<file path="src/framed_message_ring_receiver_defines.svh">
// Assertion macros used by the top-level file to check this block.
`ifndef FRAMED_MESSAGE_RING_RECEIVER_DEFINES_SVH
`define FRAMED_MESSAGE_RING_RECEIVER_DEFINES_SVH

// The consequent must hold in the same cycle as the antecedent.
`define FMRR_ASSERT_SAME(label, ante, cons) \
    label: assert property (@(posedge clk) disable iff (!rst_n) (ante) |-> (cons)) \
        else $error("same-cycle check failed");

// The consequent must hold in the cycle after the antecedent.
`define FMRR_ASSERT_NEXT(label, ante, cons) \
    label: assert property (@(posedge clk) disable iff (!rst_n) (ante) |=> (cons)) \
        else $error("next-cycle check failed");

`endif

</file>
<file path="src/fmrr_pkg.sv">
package fmrr_pkg;

    localparam int RING_DEPTH  = 64;
    localparam int ADDR_W      = $clog2(RING_DEPTH);
    localparam int CNT_W       = (ADDR_W + 1 > 7) ? ADDR_W + 1 : 7;
    localparam int MAX_RESULTS = 63;
    localparam int CFG_IDX_W   = 2;

    localparam logic [7:0] CR_BYTE     = 8'h0D;
    localparam logic [7:0] START_RESET = 8'd254;
    localparam logic [6:0] LIMIT_RESET = 7'd64;

    localparam logic [CFG_IDX_W-1:0] REG_START_BYTE = 2'd0;
    localparam logic [CFG_IDX_W-1:0] REG_OUT_LIMIT  = 2'd1;

    typedef logic [ADDR_W-1:0] ptr_t;
    typedef logic [CNT_W-1:0]  cnt_t;

    typedef enum logic [1:0] {
        ST_DATA     = 2'd0,
        ST_DROPPED  = 2'd1,
        ST_OVERFLOW = 2'd2,
        ST_EMPTY    = 2'd3
    } status_t;

    typedef enum logic {
        OP_BYTE = 1'b0,
        OP_PULL = 1'b1
    } op_t;

    typedef enum logic [2:0] {
        S_IDLE,
        S_TYPE_RD,
        S_TYPE_CHK,
        S_SCAN,
        S_EMIT,
        S_FLUSH
    } state_t;

    typedef struct packed {
        logic    load_want;
        logic    set_fs;
        logic    write_byte;
        logic    set_in_frame;
        logic    clr_in_frame;
        logic    ptr_type;
        logic    scan_init;
        logic    scan_step;
        logic    match_setup;
        logic    pull_setup;
        logic    emit_step;
        logic    emit_status;
        status_t status_code;
    } dp_cmd_t;

    typedef struct packed {
        logic in_frame;
        logic is_start;
        logic is_cr;
        logic full;
        logic type_match;
        logic match_zero;
        logic found;
        logic exhausted;
        logic pull_zero;
        logic emit_final;
    } dp_stat_t;

    function automatic ptr_t ring_next(ptr_t i);
        return (i == ptr_t'(RING_DEPTH - 1)) ? '0 : i + ptr_t'(1);
    endfunction

endpackage

</file>
<file path="src/fmrr_datapath.sv">
module fmrr_datapath (
    input  logic                           clk,
    input  logic                           rst_n,
    input  fmrr_pkg::dp_cmd_t              cmd,
    output fmrr_pkg::dp_stat_t             stat,
    input  logic [7:0]                     in_byte,
    input  logic [7:0]                     wanted_type,
    input  logic                           cfg_write,
    input  logic [fmrr_pkg::CFG_IDX_W-1:0] cfg_index,
    input  logic [7:0]                     cfg_data,
    output logic                           result_strobe,
    output logic [7:0]                     out_byte,
    output logic                           last,
    output logic [1:0]                     status
);
    import fmrr_pkg::*;

    logic [7:0] ring_mem [RING_DEPTH];
    logic [7:0] rd_data_reg;

    ptr_t       head_reg, head_next;
    ptr_t       tail_reg, tail_next;
    ptr_t       fs_reg, fs_next;
    ptr_t       ptr_reg, ptr_next;
    logic       in_frame_reg, in_frame_next;
    logic [7:0] start_byte_reg, start_byte_next;
    logic [6:0] out_limit_reg, out_limit_next;
    logic [7:0] want_reg, want_next;
    cnt_t       cnt_reg, cnt_next;
    cnt_t       len_reg, len_next;
    logic       chk_valid_reg, chk_valid_next;
    logic       pend_reg, pend_next;
    logic       pend_last_reg, pend_last_next;
    logic       strobe_reg, strobe_next;
    logic [7:0] out_byte_reg, out_byte_next;
    logic       last_reg, last_next;
    status_t    status_reg, status_next;

    ptr_t       tail_inc;
    logic [6:0] cap_lim;
    cnt_t       cap;
    cnt_t       frame_len;
    cnt_t       body_len;
    cnt_t       match_cnt;
    cnt_t       pull_len;
    cnt_t       pull_cnt;

    always_ff @(posedge clk)
    begin
        if (cmd.write_byte)
        begin
            ring_mem[tail_reg] <= in_byte;
        end
        rd_data_reg <= ring_mem[ptr_reg];
    end

    always_comb
    begin
        tail_inc  = ring_next(tail_reg);
        cap_lim   = (out_limit_reg == 7'd0) ? 7'd0 : out_limit_reg - 7'd1;
        cap       = (cap_lim > 7'(MAX_RESULTS)) ? CNT_W'(MAX_RESULTS) : CNT_W'(cap_lim);
        frame_len = (tail_reg >= fs_reg) ? CNT_W'(tail_reg) - CNT_W'(fs_reg)
                                         : CNT_W'(tail_reg) + CNT_W'(RING_DEPTH) - CNT_W'(fs_reg);
        body_len  = frame_len - CNT_W'(2);
        match_cnt = (body_len < cap) ? body_len : cap;
        pull_len  = len_reg + CNT_W'(1);
        pull_cnt  = (pull_len < cap) ? pull_len : cap;
    end

    always_comb
    begin
        stat.in_frame   = in_frame_reg;
        stat.is_start   = (in_byte == start_byte_reg);
        stat.is_cr      = (in_byte == CR_BYTE);
        stat.full       = (tail_inc == head_reg);
        stat.type_match = (rd_data_reg == want_reg);
        stat.match_zero = (match_cnt == '0);
        stat.found      = chk_valid_reg && (rd_data_reg == CR_BYTE);
        stat.exhausted  = !chk_valid_reg && (ptr_reg == tail_reg);
        stat.pull_zero  = (pull_cnt == '0);
        stat.emit_final = (cnt_reg == CNT_W'(1));
    end

    always_comb
    begin
        head_next       = head_reg;
        tail_next       = tail_reg;
        fs_next         = fs_reg;
        ptr_next        = ptr_reg;
        in_frame_next   = in_frame_reg;
        start_byte_next = start_byte_reg;
        out_limit_next  = out_limit_reg;
        want_next       = want_reg;
        cnt_next        = cnt_reg;
        len_next        = len_reg;
        chk_valid_next  = 1'b0;
        pend_next       = 1'b0;
        pend_last_next  = pend_last_reg;
        strobe_next     = 1'b0;
        out_byte_next   = out_byte_reg;
        last_next       = last_reg;
        status_next     = status_reg;

        if (cfg_write)
        begin
            if (cfg_index == REG_START_BYTE)
            begin
                start_byte_next = cfg_data;
            end
            else if (cfg_index == REG_OUT_LIMIT)
            begin
                out_limit_next = cfg_data[6:0];
            end
        end

        if (cmd.load_want)
        begin
            want_next = wanted_type;
        end
        if (cmd.set_fs)
        begin
            fs_next = tail_reg;
        end
        if (cmd.write_byte)
        begin
            tail_next = tail_inc;
        end
        if (cmd.set_in_frame)
        begin
            in_frame_next = 1'b1;
        end
        if (cmd.clr_in_frame)
        begin
            in_frame_next = 1'b0;
        end
        if (cmd.ptr_type)
        begin
            ptr_next = ring_next(fs_reg);
        end
        if (cmd.scan_init)
        begin
            ptr_next = head_reg;
            len_next = '0;
        end
        if (cmd.scan_step)
        begin
            if (ptr_reg != tail_reg)
            begin
                ptr_next       = ring_next(ptr_reg);
                chk_valid_next = 1'b1;
            end
            if (chk_valid_reg)
            begin
                len_next = len_reg + CNT_W'(1);
            end
        end
        if (cmd.match_setup)
        begin
            tail_next = fs_reg;
            cnt_next  = match_cnt;
        end
        if (cmd.pull_setup)
        begin
            ptr_next  = head_reg;
            head_next = ptr_reg;
            cnt_next  = pull_cnt;
        end
        if (cmd.emit_step)
        begin
            ptr_next       = ring_next(ptr_reg);
            cnt_next       = cnt_reg - CNT_W'(1);
            pend_next      = 1'b1;
            pend_last_next = (cnt_reg == CNT_W'(1));
        end

        if (pend_reg)
        begin
            strobe_next   = 1'b1;
            out_byte_next = rd_data_reg;
            last_next     = pend_last_reg;
            status_next   = ST_DATA;
        end
        else if (cmd.emit_status)
        begin
            strobe_next   = 1'b1;
            out_byte_next = 8'd0;
            last_next     = 1'b1;
            status_next   = cmd.status_code;
        end
    end

    always_ff @(posedge clk or negedge rst_n)
    begin
        if (!rst_n)
        begin
            head_reg       <= '0;
            tail_reg       <= '0;
            fs_reg         <= '0;
            ptr_reg        <= '0;
            in_frame_reg   <= 1'b0;
            start_byte_reg <= START_RESET;
            out_limit_reg  <= LIMIT_RESET;
            want_reg       <= '0;
            cnt_reg        <= '0;
            len_reg        <= '0;
            chk_valid_reg  <= 1'b0;
            pend_reg       <= 1'b0;
            pend_last_reg  <= 1'b0;
            strobe_reg     <= 1'b0;
            out_byte_reg   <= '0;
            last_reg       <= 1'b0;
            status_reg     <= ST_DATA;
        end
        else
        begin
            head_reg       <= head_next;
            tail_reg       <= tail_next;
            fs_reg         <= fs_next;
            ptr_reg        <= ptr_next;
            in_frame_reg   <= in_frame_next;
            start_byte_reg <= start_byte_next;
            out_limit_reg  <= out_limit_next;
            want_reg       <= want_next;
            cnt_reg        <= cnt_next;
            len_reg        <= len_next;
            chk_valid_reg  <= chk_valid_next;
            pend_reg       <= pend_next;
            pend_last_reg  <= pend_last_next;
            strobe_reg     <= strobe_next;
            out_byte_reg   <= out_byte_next;
            last_reg       <= last_next;
            status_reg     <= status_next;
        end
    end

    assign result_strobe = strobe_reg;
    assign out_byte      = out_byte_reg;
    assign last          = last_reg;
    assign status        = status_reg;

endmodule

</file>
<file path="src/fmrr_controller.sv">
module fmrr_controller (
    input  logic               clk,
    input  logic               rst_n,
    input  logic               start,
    input  logic               operation,
    input  fmrr_pkg::dp_stat_t stat,
    output fmrr_pkg::dp_cmd_t  cmd,
    output logic               busy
);
    import fmrr_pkg::*;

    state_t state_reg, state_next;

    always_comb
    begin
        state_next = state_reg;
        case (state_reg)
            S_IDLE:
            begin
                if (start)
                begin
                    if (operation == OP_PULL)
                    begin
                        state_next = S_SCAN;
                    end
                    else if (stat.in_frame && !stat.full && stat.is_cr)
                    begin
                        state_next = S_TYPE_RD;
                    end
                end
            end
            S_TYPE_RD:
            begin
                state_next = S_TYPE_CHK;
            end
            S_TYPE_CHK:
            begin
                if (stat.type_match && !stat.match_zero)
                begin
                    state_next = S_EMIT;
                end
                else
                begin
                    state_next = S_IDLE;
                end
            end
            S_SCAN:
            begin
                if (stat.found)
                begin
                    state_next = stat.pull_zero ? S_IDLE : S_EMIT;
                end
                else if (stat.exhausted)
                begin
                    state_next = S_IDLE;
                end
            end
            S_EMIT:
            begin
                if (stat.emit_final)
                begin
                    state_next = S_FLUSH;
                end
            end
            S_FLUSH:
            begin
                state_next = S_IDLE;
            end
            default:
            begin
                state_next = S_IDLE;
            end
        endcase
    end

    always_comb
    begin
        cmd = '0;
        case (state_reg)
            S_IDLE:
            begin
                if (start)
                begin
                    cmd.load_want = 1'b1;
                    if (operation == OP_PULL)
                    begin
                        cmd.scan_init = 1'b1;
                    end
                    else if (!stat.in_frame)
                    begin
                        if (!stat.is_start)
                        begin
                            cmd.emit_status = 1'b1;
                            cmd.status_code = ST_DROPPED;
                        end
                        else
                        begin
                            cmd.set_fs = 1'b1;
                            if (stat.full)
                            begin
                                cmd.emit_status = 1'b1;
                                cmd.status_code = ST_OVERFLOW;
                            end
                            else
                            begin
                                cmd.write_byte   = 1'b1;
                                cmd.set_in_frame = 1'b1;
                            end
                        end
                    end
                    else if (stat.full)
                    begin
                        cmd.emit_status = 1'b1;
                        cmd.status_code = ST_OVERFLOW;
                    end
                    else
                    begin
                        cmd.write_byte = 1'b1;
                        if (stat.is_cr)
                        begin
                            cmd.clr_in_frame = 1'b1;
                            cmd.ptr_type     = 1'b1;
                        end
                    end
                end
            end
            S_TYPE_CHK:
            begin
                if (stat.type_match)
                begin
                    cmd.match_setup = 1'b1;
                end
            end
            S_SCAN:
            begin
                if (stat.found)
                begin
                    cmd.pull_setup = 1'b1;
                end
                else if (stat.exhausted)
                begin
                    cmd.emit_status = 1'b1;
                    cmd.status_code = ST_EMPTY;
                end
                else
                begin
                    cmd.scan_step = 1'b1;
                end
            end
            S_EMIT:
            begin
                cmd.emit_step = 1'b1;
            end
            default:
            begin
                cmd = '0;
            end
        endcase
    end

    always_ff @(posedge clk or negedge rst_n)
    begin
        if (!rst_n)
        begin
            state_reg <= S_IDLE;
        end
        else
        begin
            state_reg <= state_next;
        end
    end

    assign busy = (state_reg != S_IDLE);

endmodule

</file>
<file path="src/framed_message_ring_receiver.sv">
// Channel   Transfer condition        Signals
// command   start && !busy            operation, in_byte, wanted_type
// config    cfg_valid && cfg_ready    cfg_index, cfg_data
// result    result_strobe             out_byte, last, status
//
// A byte that closes no frame is taken in S_IDLE; any status result appears the next cycle.
// A closing carriage return steps S_TYPE_RD, S_TYPE_CHK, then S_EMIT and S_FLUSH on a match.
// A pull walks the ring one byte a cycle from the oldest byte to the first carriage return
// through the single ring read port, then emits its bytes in S_EMIT and S_FLUSH.
// Reset clears pointers and frame state and presets config; ring contents stay undefined.
// Results cannot be stalled, and config transactions are always ready.
`include "framed_message_ring_receiver_defines.svh"

module framed_message_ring_receiver (
    input  logic                           clk,
    input  logic                           rst_n,
    input  logic                           start,
    output logic                           busy,
    input  logic                           operation,
    input  logic [7:0]                     in_byte,
    input  logic [7:0]                     wanted_type,
    input  logic                           cfg_valid,
    output logic                           cfg_ready,
    input  logic [fmrr_pkg::CFG_IDX_W-1:0] cfg_index,
    input  logic [7:0]                     cfg_data,
    output logic                           result_strobe,
    output logic [7:0]                     out_byte,
    output logic                           last,
    output logic [1:0]                     status
);
    import fmrr_pkg::*;

    dp_cmd_t  cmd;
    dp_stat_t stat;
    logic     cfg_write;

    assign cfg_ready = 1'b1;
    assign cfg_write = cfg_valid && cfg_ready;

    fmrr_controller u_controller (
        .clk       (clk),
        .rst_n     (rst_n),
        .start     (start),
        .operation (operation),
        .stat      (stat),
        .cmd       (cmd),
        .busy      (busy)
    );

    fmrr_datapath u_datapath (
        .clk           (clk),
        .rst_n         (rst_n),
        .cmd           (cmd),
        .stat          (stat),
        .in_byte       (in_byte),
        .wanted_type   (wanted_type),
        .cfg_write     (cfg_write),
        .cfg_index     (cfg_index),
        .cfg_data      (cfg_data),
        .result_strobe (result_strobe),
        .out_byte      (out_byte),
        .last          (last),
        .status        (status)
    );

    `FMRR_ASSERT_SAME(a_status_is_last, result_strobe && (status != ST_DATA), last)
    `FMRR_ASSERT_NEXT(a_pull_goes_busy, start && !busy && (operation == OP_PULL), busy)
    `FMRR_ASSERT_NEXT(a_status_shown, cmd.emit_status, result_strobe && (status != ST_DATA))

endmodule

</file>
<file path="config.mk">
export PLATFORM = sky130hd
export DESIGN_NAME = framed_message_ring_receiver
export DESIGN_NICKNAME = d
export VERILOG_FILES = /design/src/fmrr_pkg.sv /design/src/fmrr_datapath.sv /design/src/fmrr_controller.sv /design/src/framed_message_ring_receiver.sv
export VERILOG_INCLUDE_DIRS = /design/src /design/src/src
export SDC_FILE = /design/constraint.sdc
export NUM_CORES = 1
export LEC_CHECK = 0
export BUFFER_PORTS_ARGS = -buffer_cell sky130_fd_sc_hd__buf_4
export CAP_MARGIN = 20
export CORE_MARGIN = 2
export CORE_UTILIZATION = 70
export CTS_BUF_LIST = sky130_fd_sc_hd__clkbuf_8
export DETAILED_ROUTE_END_ITERATION = 6
export GPL_ROUTABILITY_DRIVEN = 0
export PLACE_DENSITY = 0.87
export SYNTH_ARGS = -nofsm -noshare
export SYNTH_HDL_FRONTEND = slang
export SYNTH_SLANG_ARGS = --single-unit
</file>
<file path="constraint.sdc">
create_clock -name clk -period 14.3 [get_ports clk]
set_clock_uncertainty 0.05 [all_clocks]
set_input_delay 2.145 -clock clk [delete_from_list [all_inputs] [get_ports clk]]
set_output_delay 2.145 -clock clk [all_outputs]
set_load 0.03 [all_outputs]
</file>
==> metrics.txt <==
Post-DP HPWL 39.61 mm; wire length of the first global-routing pass 94.54 mm; CTS tree done; Sink Count 600; Pleak 9.399 nW; DR WL met3 8.143 mm; warnings from Yosys 0; Syn Inst Count 1403; area of the die 37660 um2; Area Growth Syn to Fin 9.817%; cell area after synthesis 25290 um2; drt via density 7.191; nets@finish 1546; crit-path max cell delay 890 ps; Min-Delay Path Class reg -> reg; maximum vdd ir drop 0.0001710 V; Initial Utilization 71.10%; Tmin final 5681 ps; met1 layer wirelength in the final routing 22.58 mm; WL final 63.77 mm; Max transition margin 28.75%; vias after detailed routing 14580; # H-tree levels 3; crit-path max FO 21; largest reg by FF count u_datapath.ring_mem; CTS-repair resized insts 0; fin util 78.07%; Setup WS post-layout 8619 ps; synthesis-stage register bit count 600; hold-critical path depth 2; # rows 69; Reg clk slew, reported paths 60 ps; max reg flops 512; cts bufs inserted 90; GRT Total Usage 34.71%; met2 WL 29.82 mm; CP startpoint kind input port; Arrival @ worst endpoint 5920 ps; Root Buffer clkbuf_8; final hold violation count 0; unrepaired setup endpoints after global routing false; Critical Path RT 14540 ps; Placed Instances 1857; layout cells sized above 1 25.73%; Port Buffers 43; Pwr Density 174.4 nW/um2; register area share after synthesis 69.39%; WL per Instance 31.46 um; Initial DRC Count 2017; Post-DRT Antenna Nets 0; Crit path top cell by count nor2_1; Top FF cell, synth edfxtp_1; DRC errors left 0; Pre-antenna DRT Iters 5; largest net degree at the start of global routing 70; Final Non-Filler Cells 2027; critical path endpoint category flop; # Max-Cap Violations 0; CP Cell Sequence buf_4, xor2_1, nor4_1, nand2_1, nand2b_1, o211ai_1, nor2_1, nand3_1, nor2_1; Yosys cell types 71; grt ovf 0; post-CTS setup buffer count 0; Pwr Total 4.842 mW; status complete, no violations; number of flops mapped to enable cells by yosys 512; period utilization 39.73%; top-level I/O count 45; Clock Path Buffers 3; worst slew pin tran 1059 ps; Top Layer Used met4; syn_area_per_cell 18.02 um2; count of pins over their slew limit 0; dpl ws 8377 ps; diodes inserted 0; die height 194.1 um; initial antenna violation count 0; core area 35570 um2; R2R depth 17; Crit Path Class in -> reg; Chip Width 194.1 um; async set or reset register ratio after synthesis 13.33%; final setup vio count 0; Fin Setup TNS 0 ps; slowest CP cell nor2_1; clk_lat worst skew 670 ps; vias in the first global route 14310; cts hold-fix bufs 0; Max Fclk 176.0 MHz
-- logic make-up after synthesis --
logic type      after synthesis  synth area share (%)
other cells                   1               0.01483
fa+ha+maj                    26                 1.306
xor+xnor                     52                 1.801
mux                         216                 17.03
simple gates                266                 5.012
compound gates              136                 3.810
buf+inv                     106                 1.638
flops                       600                 69.39
-- cells in the mapped netlist, types with 10 or more instances --
cell type / instances / area (um2)
ha_1: 24 / 300.3
o21ai_0: 32 / 160.2
xor2_1: 25 / 219.0
a21oi_1: 26 / 130.1
xnor2_1: 27 / 236.5
mux4_2: 168 / 3784
nand2_1: 53 / 198.9
edfxtp_1: 512 / 15370
dfrtp_1: 72 / 1802
nor2_1: 98 / 367.9
nor3_1: 14 / 70.07
clkbuf_1: 44 / 165.2
mux2i_1: 14 / 140.1
nor4_1: 10 / 62.56
inv_1: 39 / 146.4
mux2_2: 34 / 382.9
nand3_1: 35 / 175.2
buf_1: 17 / 63.81
-- cell type report --
type | count | area (um2)
Clock buffer | 98 | 1349
Clock inverter | 70 | 335.3
Fill cell | 1764 | 7799
Inverter | 39 | 146.4
Multi-Input combinational cell | 699 | 7340
Sequential cell | 600 | 17560
Tap cell | 461 | 576.8
Timing Repair Buffer | 60 | 467.9
-- per-stage QoR --
step                area [um2]  hold slack (ps)
floorplan                25300            400.5
detailed placement       26050            427.3
CTS                      27740            447.3
global route             27770            468.5
global placement         26050            420.0
finish                   27770            435.7
-- power breakdown --
group          internal [mW]  switching (mW)
logic                  0.668           0.714
clock network          0.654           0.663
registers               1.97           0.177
-- path summary, 6_finish.rpt --
check / slack (ps) / endpoint / start
setup / recovery: 8620 / u_datapath.ring_mem[18][3]$_DFFE_PP_ / in_byte[6]
hold / removal: 440 / u_datapath.pend_last_reg$_DFFE_PN0P_ / u_datapath.pend_last_reg$_DFFE_PN0P_
setup reg to reg: 9290 / u_datapath.cnt_reg[3]$_DFFE_PN0P_ / u_datapath.tail_reg[0]$_DFFE_PN0P_
hold reg to reg: 440 / u_datapath.pend_last_reg$_DFFE_PN0P_ / u_datapath.pend_last_reg$_DFFE_PN0P_
max in group asynchronous: 11750 / u_datapath.ptr_reg[1]$_DFF_PN0_ / rst_n
min in group asynchronous: 1280 / u_datapath.out_limit_reg[1]$_DFFE_PN0P_ / rst_n
-- placed cells by master (no fill, tap or decap), drive strengths merged, types with 14 or more instances in the layout --
master / instances
a21oi: 26
buf: 59
clkbuf: 99
clkinv: 29
dfrtp: 72
edfxtp: 512
ha: 24
inv: 75
mux2: 34
mux2i: 14
mux4: 168
nand2: 53
nand3: 35
nor2: 98
nor3: 14
o21ai: 32
xnor2: 27
xor2: 25
-- critical path, delay by kind of cell --
kind	cells	cell delay [ps]
AO/OA/AOI/OAI	1	400
XOR/XNOR	1	130
buffers and inverters	1	260
AND/OR/NAND/NOR	6	2970
-- per-layer routing --
| metal | track usage, % | vias to the layer above |
|---|---|---|
| li1 | - | 5824 |
| met1 | 49.43 | 7310 |
| met2 | 52.06 | 1257 |
| met3 | 8.662 | 186 |
| met4 | 15.91 | 0 |
| met5 | 0 | - |
Power figures use the tool's default switching activity.
